$ cat src/hdl/etab_pkg.sv
// Package for the entity table engine: table size, function and status codes,
// request/response payload structs and controller/datapath interface structs.
// No dependencies.
`timescale 1ns / 1ps

package etab_pkg;

   localparam int DEPTH        = 16;
   localparam int SLOT_W       = $clog2(DEPTH);
   localparam int CNT_W        = $clog2(DEPTH + 1);
   localparam int SLOT_FIELD_W = 4;

   localparam logic [2:0] FUNC_CREATE    = 3'd0;
   localparam logic [2:0] FUNC_FIND_ID   = 3'd1;
   localparam logic [2:0] FUNC_FIND_SOCK = 3'd2;
   localparam logic [2:0] FUNC_UPDATE    = 3'd3;
   localparam logic [2:0] FUNC_KILL      = 3'd4;

   localparam logic [1:0] STAT_OK       = 2'd0;
   localparam logic [1:0] STAT_FULL     = 2'd1;
   localparam logic [1:0] STAT_NO_MATCH = 2'd2;

   typedef struct packed {
      logic [2:0]         func;
      logic [7:0]         kind;
      logic [31:0]        owner;
      logic [31:0]        handle;
      logic [31:0]        key_id;
      logic signed [31:0] new_x;
      logic signed [31:0] new_y;
      logic signed [31:0] new_vx;
      logic signed [31:0] new_vy;
   } req_type;

   typedef struct packed {
      logic [1:0]              status;
      logic [SLOT_FIELD_W-1:0] slot;
      logic [31:0]             rec_id;
      logic [7:0]              rec_kind;
      logic [31:0]             rec_owner;
      logic [31:0]             rec_handle;
      logic signed [31:0]      rec_x;
      logic signed [31:0]      rec_y;
      logic signed [31:0]      rec_vx;
      logic signed [31:0]      rec_vy;
   } rsp_type;

   // one table entry, minus motion and live flag
   typedef struct packed {
      logic [31:0] id;
      logic [7:0]  kind;
      logic [31:0] owner;
      logic [31:0] handle;
   } rec_type;

   typedef struct packed {
      logic signed [31:0] x;
      logic signed [31:0] y;
      logic signed [31:0] vx;
      logic signed [31:0] vy;
   } mot_type;

   typedef struct packed {
      logic       cap_req;
      logic       scan_start;
      logic       scan_run;
      logic       create;
      logic       hit;
      logic       fail;
      logic [1:0] fail_code;
   } cmd_type;

   typedef struct packed {
      logic [2:0] func;
      logic       full;
      logic       hit;
      logic       exhausted;
      logic       out_busy;
   } sts_type;

   typedef enum logic [1:0] {
      ST_IDLE,
      ST_DECODE,
      ST_SCAN
   } state_type;

endpackage

$ cat src/hdl/etab_ctrl.sv
// Controller for the entity table engine: sequences request capture, decode,
// the slot scan and the result load. Depends on etab_pkg.
`timescale 1ns / 1ps

module etab_ctrl (
   input  logic              clock,
   input  logic              reset,
   input  logic              req_valid,
   output logic              req_stall,
   input  etab_pkg::sts_type sts,
   output etab_pkg::cmd_type cmd
);
   import etab_pkg::*;

   state_type state_ff;
   state_type state_in;

   always_ff @(posedge clock) begin
      if (reset) begin
         state_ff <= ST_IDLE;
      end else begin
         state_ff <= state_in;
      end
   end

   always_comb begin
      state_in = state_ff;
      case (state_ff)
         ST_IDLE: begin
            if (req_valid) begin
               state_in = ST_DECODE;
            end
         end
         ST_DECODE: begin
            if (sts.func == FUNC_CREATE || sts.func > FUNC_KILL) begin
               if (!sts.out_busy) begin
                  state_in = ST_IDLE;
               end
            end else begin
               state_in = ST_SCAN;
            end
         end
         ST_SCAN: begin
            if ((sts.hit || sts.exhausted) && !sts.out_busy) begin
               state_in = ST_IDLE;
            end
         end
         default: state_in = ST_IDLE;
      endcase
   end

   always_comb begin
      cmd       = '0;
      req_stall = 1'b1;
      case (state_ff)
         ST_IDLE: begin
            req_stall = 1'b0;
            if (req_valid) begin
               cmd.cap_req    = 1'b1;
               cmd.scan_start = 1'b1;
            end
         end
         ST_DECODE: begin
            if (!sts.out_busy) begin
               if (sts.func == FUNC_CREATE) begin
                  if (sts.full) begin
                     cmd.fail      = 1'b1;
                     cmd.fail_code = STAT_FULL;
                  end else begin
                     cmd.create = 1'b1;
                  end
               end else if (sts.func > FUNC_KILL) begin
                  cmd.fail      = 1'b1;
                  cmd.fail_code = STAT_NO_MATCH;
               end
            end
         end
         ST_SCAN: begin
            // pipeline freezes on a hit or at the end so the read data holds
            if (sts.hit) begin
               cmd.hit = !sts.out_busy;
            end else if (sts.exhausted) begin
               cmd.fail      = !sts.out_busy;
               cmd.fail_code = STAT_NO_MATCH;
            end else begin
               cmd.scan_run = 1'b1;
            end
         end
         default: cmd = '0;
      endcase
   end

endmodule

$ cat src/hdl/etab_dp.sv
// Datapath for the entity table engine: record and motion memories, live
// flags, fill count, id counter, scan pipeline and result register.
// Depends on etab_pkg.
`timescale 1ns / 1ps

module etab_dp (
   input  logic              clock,
   input  logic              reset,
   input  etab_pkg::req_type req_data,
   output logic              rsp_valid,
   input  logic              rsp_stall,
   output etab_pkg::rsp_type rsp_data,
   input  etab_pkg::cmd_type cmd,
   output etab_pkg::sts_type sts
);
   import etab_pkg::*;

   rec_type rec_mem [DEPTH];
   mot_type mot_mem [DEPTH];

   req_type            req_ff;
   logic [CNT_W-1:0]   used_ff;
   logic [31:0]        next_id_ff;
   logic [DEPTH-1:0]   live_ff;
   logic [CNT_W-1:0]   ptr_ff;
   logic [CNT_W-1:0]   cmp_ptr_ff;
   logic               cmp_on_ff;
   rec_type            rec_q_ff;
   mot_type            mot_q_ff;
   logic               rsp_vld_ff;
   rsp_type            rsp_ff;
   rsp_type            rsp_in;

   logic [SLOT_W-1:0]  rd_addr;
   logic [SLOT_W-1:0]  new_idx;
   logic [SLOT_W-1:0]  cmp_idx;
   logic               ptr_in_range;
   logic [31:0]        key;
   logic [31:0]        cand;
   logic               match;
   logic               mot_we;
   logic [SLOT_W-1:0]  mot_addr;
   mot_type            mot_wdata;
   mot_type            mot_new;
   logic               load;

   assign rd_addr      = ptr_ff[SLOT_W-1:0];
   assign new_idx      = used_ff[SLOT_W-1:0];
   assign cmp_idx      = cmp_ptr_ff[SLOT_W-1:0];
   assign ptr_in_range = ptr_ff < used_ff;

   assign key   = (req_ff.func == FUNC_FIND_SOCK) ? req_ff.handle : req_ff.key_id;
   assign cand  = (req_ff.func == FUNC_FIND_SOCK) ? rec_q_ff.handle : rec_q_ff.id;
   assign match = cmp_on_ff && live_ff[cmp_idx] && (cand == key);

   assign mot_new = '{x: req_ff.new_x, y: req_ff.new_y, vx: req_ff.new_vx, vy: req_ff.new_vy};

   assign sts.func      = req_ff.func;
   assign sts.full      = (used_ff == CNT_W'(DEPTH));
   assign sts.hit       = match;
   assign sts.exhausted = !cmp_on_ff && !ptr_in_range;
   assign sts.out_busy  = rsp_vld_ff && rsp_stall;

   always_ff @(posedge clock) begin
      if (cmd.cap_req) begin
         req_ff <= req_data;
      end
   end

   // scan: address issued from ptr, compare on the registered read data
   always_ff @(posedge clock) begin
      if (reset) begin
         ptr_ff    <= '0;
         cmp_on_ff <= 1'b0;
      end else if (cmd.scan_start) begin
         ptr_ff    <= '0;
         cmp_on_ff <= 1'b0;
      end else if (cmd.scan_run) begin
         if (ptr_in_range) begin
            ptr_ff <= ptr_ff + CNT_W'(1);
         end
         cmp_on_ff <= ptr_in_range;
      end
   end

   always_ff @(posedge clock) begin
      if (cmd.scan_run) begin
         cmp_ptr_ff <= ptr_ff;
         rec_q_ff   <= rec_mem[rd_addr];
         mot_q_ff   <= mot_mem[rd_addr];
      end
   end

   always_ff @(posedge clock) begin
      if (cmd.create) begin
         rec_mem[new_idx] <= '{id: next_id_ff, kind: req_ff.kind,
                               owner: req_ff.owner, handle: req_ff.handle};
      end
   end

   assign mot_we    = cmd.create || (cmd.hit && req_ff.func == FUNC_UPDATE);
   assign mot_addr  = cmd.create ? new_idx : cmp_idx;
   assign mot_wdata = cmd.create ? mot_type'('0) : mot_new;

   always_ff @(posedge clock) begin
      if (mot_we) begin
         mot_mem[mot_addr] <= mot_wdata;
      end
   end

   always_ff @(posedge clock) begin
      if (reset) begin
         used_ff    <= '0;
         next_id_ff <= 32'd1;
         live_ff    <= '0;
      end else if (cmd.create) begin
         used_ff          <= used_ff + CNT_W'(1);
         next_id_ff       <= next_id_ff + 32'd1;
         live_ff[new_idx] <= 1'b1;
      end else if (cmd.hit && req_ff.func == FUNC_KILL) begin
         live_ff[cmp_idx] <= 1'b0;
      end
   end

   always_comb begin
      rsp_in = '0;
      if (cmd.create) begin
         rsp_in.status     = STAT_OK;
         rsp_in.slot       = SLOT_FIELD_W'(new_idx);
         rsp_in.rec_id     = next_id_ff;
         rsp_in.rec_kind   = req_ff.kind;
         rsp_in.rec_owner  = req_ff.owner;
         rsp_in.rec_handle = req_ff.handle;
      end else if (cmd.hit) begin
         rsp_in.status     = STAT_OK;
         rsp_in.slot       = SLOT_FIELD_W'(cmp_idx);
         rsp_in.rec_id     = rec_q_ff.id;
         rsp_in.rec_kind   = rec_q_ff.kind;
         rsp_in.rec_owner  = rec_q_ff.owner;
         rsp_in.rec_handle = rec_q_ff.handle;
         if (req_ff.func == FUNC_UPDATE) begin
            rsp_in.rec_x  = mot_new.x;
            rsp_in.rec_y  = mot_new.y;
            rsp_in.rec_vx = mot_new.vx;
            rsp_in.rec_vy = mot_new.vy;
         end else begin
            rsp_in.rec_x  = mot_q_ff.x;
            rsp_in.rec_y  = mot_q_ff.y;
            rsp_in.rec_vx = mot_q_ff.vx;
            rsp_in.rec_vy = mot_q_ff.vy;
         end
      end else begin
         rsp_in.status = cmd.fail_code;
      end
   end

   assign load = cmd.create || cmd.hit || cmd.fail;

   always_ff @(posedge clock) begin
      if (reset) begin
         rsp_vld_ff <= 1'b0;
      end else if (load) begin
         rsp_vld_ff <= 1'b1;
      end else if (!rsp_stall) begin
         rsp_vld_ff <= 1'b0;
      end
   end

   always_ff @(posedge clock) begin
      if (load) begin
         rsp_ff <= rsp_in;
      end
   end

   assign rsp_valid = rsp_vld_ff;
   assign rsp_data  = rsp_ff;

   a_one_action: assert property (@(posedge clock) disable iff (reset)
      $onehot0({cmd.create, cmd.hit, cmd.fail}))
      else $error("more than one finishing action in a cycle");

   a_create_room: assert property (@(posedge clock) disable iff (reset)
      cmd.create |-> used_ff < CNT_W'(DEPTH))
      else $error("create issued on a full table");

   a_used_step: assert property (@(posedge clock) disable iff (reset)
      cmd.create |=> used_ff == $past(used_ff) + CNT_W'(1))
      else $error("fill count did not advance on create");

   a_live_filled: assert property (@(posedge clock) disable iff (reset)
      (live_ff >> used_ff) == '0)
      else $error("live flag set beyond the filled slots");

   a_no_overrun: assert property (@(posedge clock) disable iff (reset)
      load && sts.out_busy |-> 1'b0)
      else $error("result loaded over one still waiting");

endmodule

$ cat src/hdl/entity_table_engine_unit.sv
// Top level of the entity table engine: controller plus datapath.
// Depends on etab_pkg, etab_ctrl and etab_dp.
`timescale 1ns / 1ps

// Entity table engine. One request at a time: req_stall is low only while the
// block is idle. Create and invalid-function requests load their result from
// the decode state, which waits while an earlier result is still held, and
// then return to idle for the next request. Find, update and kill scan the
// filled slots in order through the record memory, one slot per cycle, with
// the read data registered before the compare. The scan stops at the first
// hit, or after the last filled slot on a miss, and loads the result once the
// output register is free; the block then returns to idle for the next
// request. The result sits in an output register; the block accepts the next
// request while it waits, but holds the following result until that one is
// taken.
// Reset empties the table at once; no clearing pass is needed.
module entity_table_engine_unit (
   input  logic              clock,
   input  logic              reset,
   input  logic              req_valid,
   output logic              req_stall,
   input  etab_pkg::req_type req_data,
   output logic              rsp_valid,
   input  logic              rsp_stall,
   output etab_pkg::rsp_type rsp_data
);
   import etab_pkg::*;

   cmd_type cmd;
   sts_type sts;

   etab_ctrl u_ctrl (
      .clock     (clock),
      .reset     (reset),
      .req_valid (req_valid),
      .req_stall (req_stall),
      .sts       (sts),
      .cmd       (cmd)
   );

   etab_dp u_dp (
      .clock     (clock),
      .reset     (reset),
      .req_data  (req_data),
      .rsp_valid (rsp_valid),
      .rsp_stall (rsp_stall),
      .rsp_data  (rsp_data),
      .cmd       (cmd),
      .sts       (sts)
   );

endmodule
$ cat config.mk
export PLATFORM = sky130hd
export DESIGN_NAME = entity_table_engine_unit
export DESIGN_NICKNAME = d
export VERILOG_FILES = /design/src/hdl/etab_pkg.sv /design/src/hdl/etab_ctrl.sv /design/src/hdl/etab_dp.sv /design/src/hdl/entity_table_engine_unit.sv
export SDC_FILE = /design/constraint.sdc
export NUM_CORES = 2
export LEC_CHECK = 0
export ABC_AREA = 1
export ABC_CLOCK_PERIOD_IN_PS = 17150
export BUFFER_PORTS_ARGS = -buffer_cell sky130_fd_sc_hd__buf_4
export CORE_ASPECT_RATIO = 1.5
export CORE_MARGIN = 2
export CORE_UTILIZATION = 32
export DETAILED_ROUTE_END_ITERATION = 12
export PLACE_DENSITY = 0.56
export SYNTH_ARGS = -nofsm -noshare
export SYNTH_HDL_FRONTEND = slang
export SYNTH_HIERARCHICAL = 1
export SYNTH_SLANG_ARGS = --single-unit
$ cat constraint.sdc
create_clock -name clock -period 17.15 [get_ports clock]
set_clock_uncertainty 0.1 [all_clocks]
set_input_delay 1.715 -clock clock [delete_from_list [all_inputs] [get_ports clock]]
set_output_delay 1.715 -clock clock [all_outputs]
set_load 0.005 [all_outputs]
* After elaboration in Yosys (flattened, before gate mapping) *
Memory sizes are Yosys's and may differ from the RTL's. A register that Yosys moved wholly into a read port is not among the register bits.
Index checks and enable logic that the tools add are counted.

cells by class
  reduce and logical (&&, ||, !) cells = 25
  equality and inequality tests = 11
  mux-type cells = 45
  bitwise gates (word level) = 4
  magnitude comparators = 6
  $add $sub $neg = 3

operator list
  operator                                             number
  2-to-1 mux 128 bit                                   2
  2-to-1 mux 236 bit                                   1
  2-to-1 mux 108 bit                                   1
  2-to-1 mux 32 bit                                    2
  adder 32 x 1 -> 32 bit, second input constant        1
  == test 32 bit                                       1
  2-to-1 mux 16 bit                                    2
  2-to-1 mux 1 bit                                     19
  2-to-1 mux 3 bit                                     6
  bitwise AND 16 bit                                   1
  inverter 16 bit                                      1
  OR 16 bit                                            1
  2-to-1 mux 2 bit                                     6
  adder 5 x 1 -> 5 bit, second input constant          2
  < comparator 4 x 5 -> 1 bit, second input constant   2
  logical AND 1 bit                                    9
  demux 1 bit (select 4 bit)                           2
  >= comparator 4 x 1 -> 1 bit, second input constant  2
  == test 3 x 2 -> 1 bit, second input constant        2
  one-hot mux 2 bit (3 select lines)                   1
  one-hot mux 3 bit (2 select lines)                   1
  OR reduction 2 bit                                   3
  == test 5 bit, second input constant                 1
  logical OR 1 bit                                     5
  17 further kinds                                     20

word-level totals
  RAM bits = 3712
  bits of input ports = 239
  memories = 2
  logic and storage cells = 123
  flip-flop bits (word level) = 539
  output and inout port bits = 240

memory list
  memory        depth  bits a word  rd ports  clocked after Yosys merged registers in  write ports  line           source
  u_dp.mot_mem  16     128          1         1                                        1            etab_dp.sv:19  mot_type mot_mem [DEPTH];
  u_dp.rec_mem  16     104          1         1                                        1            etab_dp.sv:18  rec_type rec_mem [DEPTH];

* Longest topological paths before layout *
  word-level depth = 10
  gate-level depth with buffers = 20
  depth with buffers taken out = 19

* Modules after synthesis *
The synthesis kept the hierarchy.

by module, submodules not included
  module     cells each  area an instance (sq um)  seq. area each (sq um)  instances
  etab_dp    12200       171333.1                  133958.5                1
  etab_ctrl  51          312.8                     40.0                    1

* Worst setup path before layout *
Ideal clock, no wire load.

  path kind = input to register
  from = input rsp_stall
  to = register u_dp.live_ff[11]
  data required time = 16.953 ns
  data arrival time = 10.267 ns
  setup slack = 6.686 ns
  stages on the path = 8
  buffers on the path = 1
  setup time = 0.097 ns
  cell sequence = nand2_1 -> inv_1 -> nor3_1 -> buf_2 -> nand2_1 -> nor3_1 -> o21ai_0 -> a21oi_1

RTL lines
  element                         line                            source
  start: declaration              entity_table_engine_unit.sv:24  input logic rsp_stall,
  end signal: assignment          etab_dp.sv:115                  live_ff <= '0;
  end signal: indexed assignment  etab_dp.sv:119                  live_ff[new_idx] <= 1'b1;
  end signal: indexed assignment  etab_dp.sv:121                  live_ff[cmp_idx] <= 1'b0;
  end: declaration                etab_dp.sv:24                   logic [DEPTH-1:0] live_ff;

==> flow_summary.ini <==
[outcome]
status = completed

[yosys]
syn_avg_cell_area_sq_um = 14.0
synthesis.nets = 12506
ys_ff_latch = 4483
synth_edf_count = 4421
yosys.area.top_type_share_pct = 77.3
netlist_instances = 12251
synth_area_sq_um = 172000
yosysSeqAreaShare_pct = 78.1
synth-async-reset-ratio_pct = 0
yosysTopAreaCell = edfxtp_1
ys.flop_type = edfxtp_1
yosys-top-cells-area = edfxtp_1 (77%), o21ai_0 (5.7%), nor2_1 (4.6%), o22ai_1 (2.0%), o221ai_1 (2.0%)
yosysWarnings = 6
ys_types = 39

[clock_network]
cts_hold_buf = 0
tritoncts = built
post_cts_buffers = 0
path_clk_slew_ns = 0.06
clk_latency_ns = 1.06
numCtsBuffers = 421
clock_path_buffers = 4
cts_sinks = 4483
cts-resized-gates = 0
clockRootBuffer = clkbuf_16
cts_htree_levels = 5

[timing]
drv_slew = 0
finalHoldViolations = 0
fmax_ghz = 0.129
relSlewSlack_pct = 3.67
tightest_slew_ns = 1.44
period_share_pct = 45.3
finalCriticalPeriod_ns = 7.76
tns_ns = 0
setup_violations = 0
rsz0062_at_grt = false

[route]
drt_iter0_drc = 10789
totalWireLength_mm = 504
post_drt_wl_per_cell_um = 25.2
drc = 0
via_per_inst = 5.24
first_pass_iters = 6
drt.antenna.violating_nets = 0
vias = 104740

[critical_path]
crit_path_end_kind = flip-flop
critPathLaunchType = flip-flop
worstSetupPathType = flip-flop to flip-flop
cp_max_fo = 40
crit_required_ns = 17.64
arrival_ns = 8.26
r2r.worst_path.cells = 19

[pwr]
p_leak_nw = 63.0
peakVddDrop_mv = 0.0989
p_per_area_nw_per_um2 = 116

[global_routing]
grt_start_max_net_pins = 227
grtUsageTotal_pct = 17.9
grt_first_pass_wirelength_mm = 721
grt-ovfl-total = 0
antenna_found_initial = 19
grt_pass1_vias = 102031

[floorplan]
io_pins = 479
die-height_um = 901
die_area_sq_um = 542000
core_sq_um = 535000
die_x_um = 602
start_util_pct = 32.1
rows = 329

[cells_and_area]
design_area_sq_um = 197000
fin_nets = 12761
syn_to_final_growth_pct = 14.5
drive_above_1_share_pct = 10.5
fill_cells = 50489

[placement]
hpwl_mm = 267
gp_congestion = 0.775
port_buffers = 478
dpl-instance-area_sq_um = 182000

[min_path]
holdPathStages = 2
min_path_type = flip-flop to flip-flop

[job]
max_cap_violations = 0
[report_power, final]
part | total [mW] | switching, mW | internal (mW)
logic | 0.687 | 0.521 | 0.167
registers | 12.5 | 0.164 | 12.4
clock network | 9.61 | 4.19 | 5.42
[layout by cell type, fill, tap and decap left out, types with 90 or more instances in the layout]
cell type	count
a21oi_1	141
buf_4	654
clkbuf_1	90
clkbuf_16	426
edfxtp_1	4421
inv_1	261
nand2_1	674
nand3_1	442
nor2_1	2102
o21ai_0	1963
o221ai_1	389
o22ai_1	552
[metrics by stage]
stage               total power [mW]  hold WS, ns  utilization [%]  setup slack, ns  cells
floorplan                       13.0        0.329                -             6.69  12251
global placement                13.5        0.371             34.1             8.60  19199
detailed placement              13.5        0.365             34.1             8.45  19199
CTS                             23.1        0.373             36.8             9.24  19979
global route                    23.5        0.406             36.8             9.00  19980
finish                          22.8        0.374             36.8             9.39  19988
[registers in the layout (all words and copies together) (netlist names), 16 cells and up]
| register | cells |
|---|---|
| u_dp/next_id_ff | 32 |
| u_dp/req_ff | 104 |
| u_dp/mot_mem | 2048 |
| u_dp/mot_q_ff | 128 |
| u_dp/live_ff | 16 |
| u_dp/rec_q_ff | 104 |
| u_dp/rec_mem | 1664 |
| u_dp/mot_new | 128 |
| u_dp/rsp_data | 238 |
[layer usage]
metal  global-route usage, %  vias up  share of wire (%)
li1                        -    46445                  -
met1                    23.1    53858                 41
met2                    31.7     3730                 51
met3                    2.18      699                5.9
met4                    4.85        8                2.6
met5                       0        -             0.0095
[final cells by class]
cell class	count	area (sq um)	area share (%)
Clock buffer	528	11200	5.68
Antenna cell	9	22.5	0.0115
Clock inverter	252	3040	1.55
Tap cell	7116	8900	4.53
Inverter	281	1200	0.610
Timing Repair Buffer	670	5230	2.66
Sequential cell	4483	134000	68.2
Multi-Input combinational cell	6649	33000	16.8
[synth_stat cells (all sizes together), types with 11 or more instances]
library cell / n
a211oi: 20
a21oi: 141
a22o: 66
buf: 297
clkbuf: 541
dfxtp: 62
edfxtp: 4421
ha: 16
inv: 281
nand2: 676
nand3: 442
nand4: 11
nor2: 2127
nor3: 20
o211ai: 79
o21ai: 2030
o221ai: 389
o22ai: 552
xnor2: 41
xor2: 16
[path summary, 6_finish.rpt]
check | slack, ns | start | to
worst min register to register | 0.37 | u_dp/live_ff[6] | u_dp/live_ff[6]
worst max-delay path | 9.39 | u_dp/sts[6] | u_dp/mot_mem[11][0]
worst max register to register | 9.39 | u_dp/sts[6] | u_dp/mot_mem[11][0]
worst min-delay path | 0.37 | u_dp/live_ff[6] | u_dp/live_ff[6]
[worst max-delay path, cell delays in order (launching register included)]
cell	delay, ns
edfxtp_1	0.44
inv_1	0.12
nand3_1	0.46
inv_1	0.41
nand2_1	0.15
nor2_1	0.10
nand3_1	0.28
nand2_1	0.16
nand3_1	0.08
nor2_1	0.13
inv_1	0.07
nor3_1	0.55
nor2_1	0.09
buf_4	0.21
a21oi_1	0.35
nand3_1	0.48
nor2_4	0.90
buf_4	0.71
buf_4	0.69
buf_4	0.74
[kinds of logic after synthesis]
| group | share of synthesized area (%) |
|---|---|
| AO/OA/AOI/OAI | 11.2 |
| adder cells (fa/ha/maj) | 0.117 |
| buffers and inverters | 2.81 |
| XOR/XNOR | 0.291 |
| AND/OR/NAND/NOR | 7.56 |
| flip-flops | 78.1 |
Power figures use the tool's default switching activity.
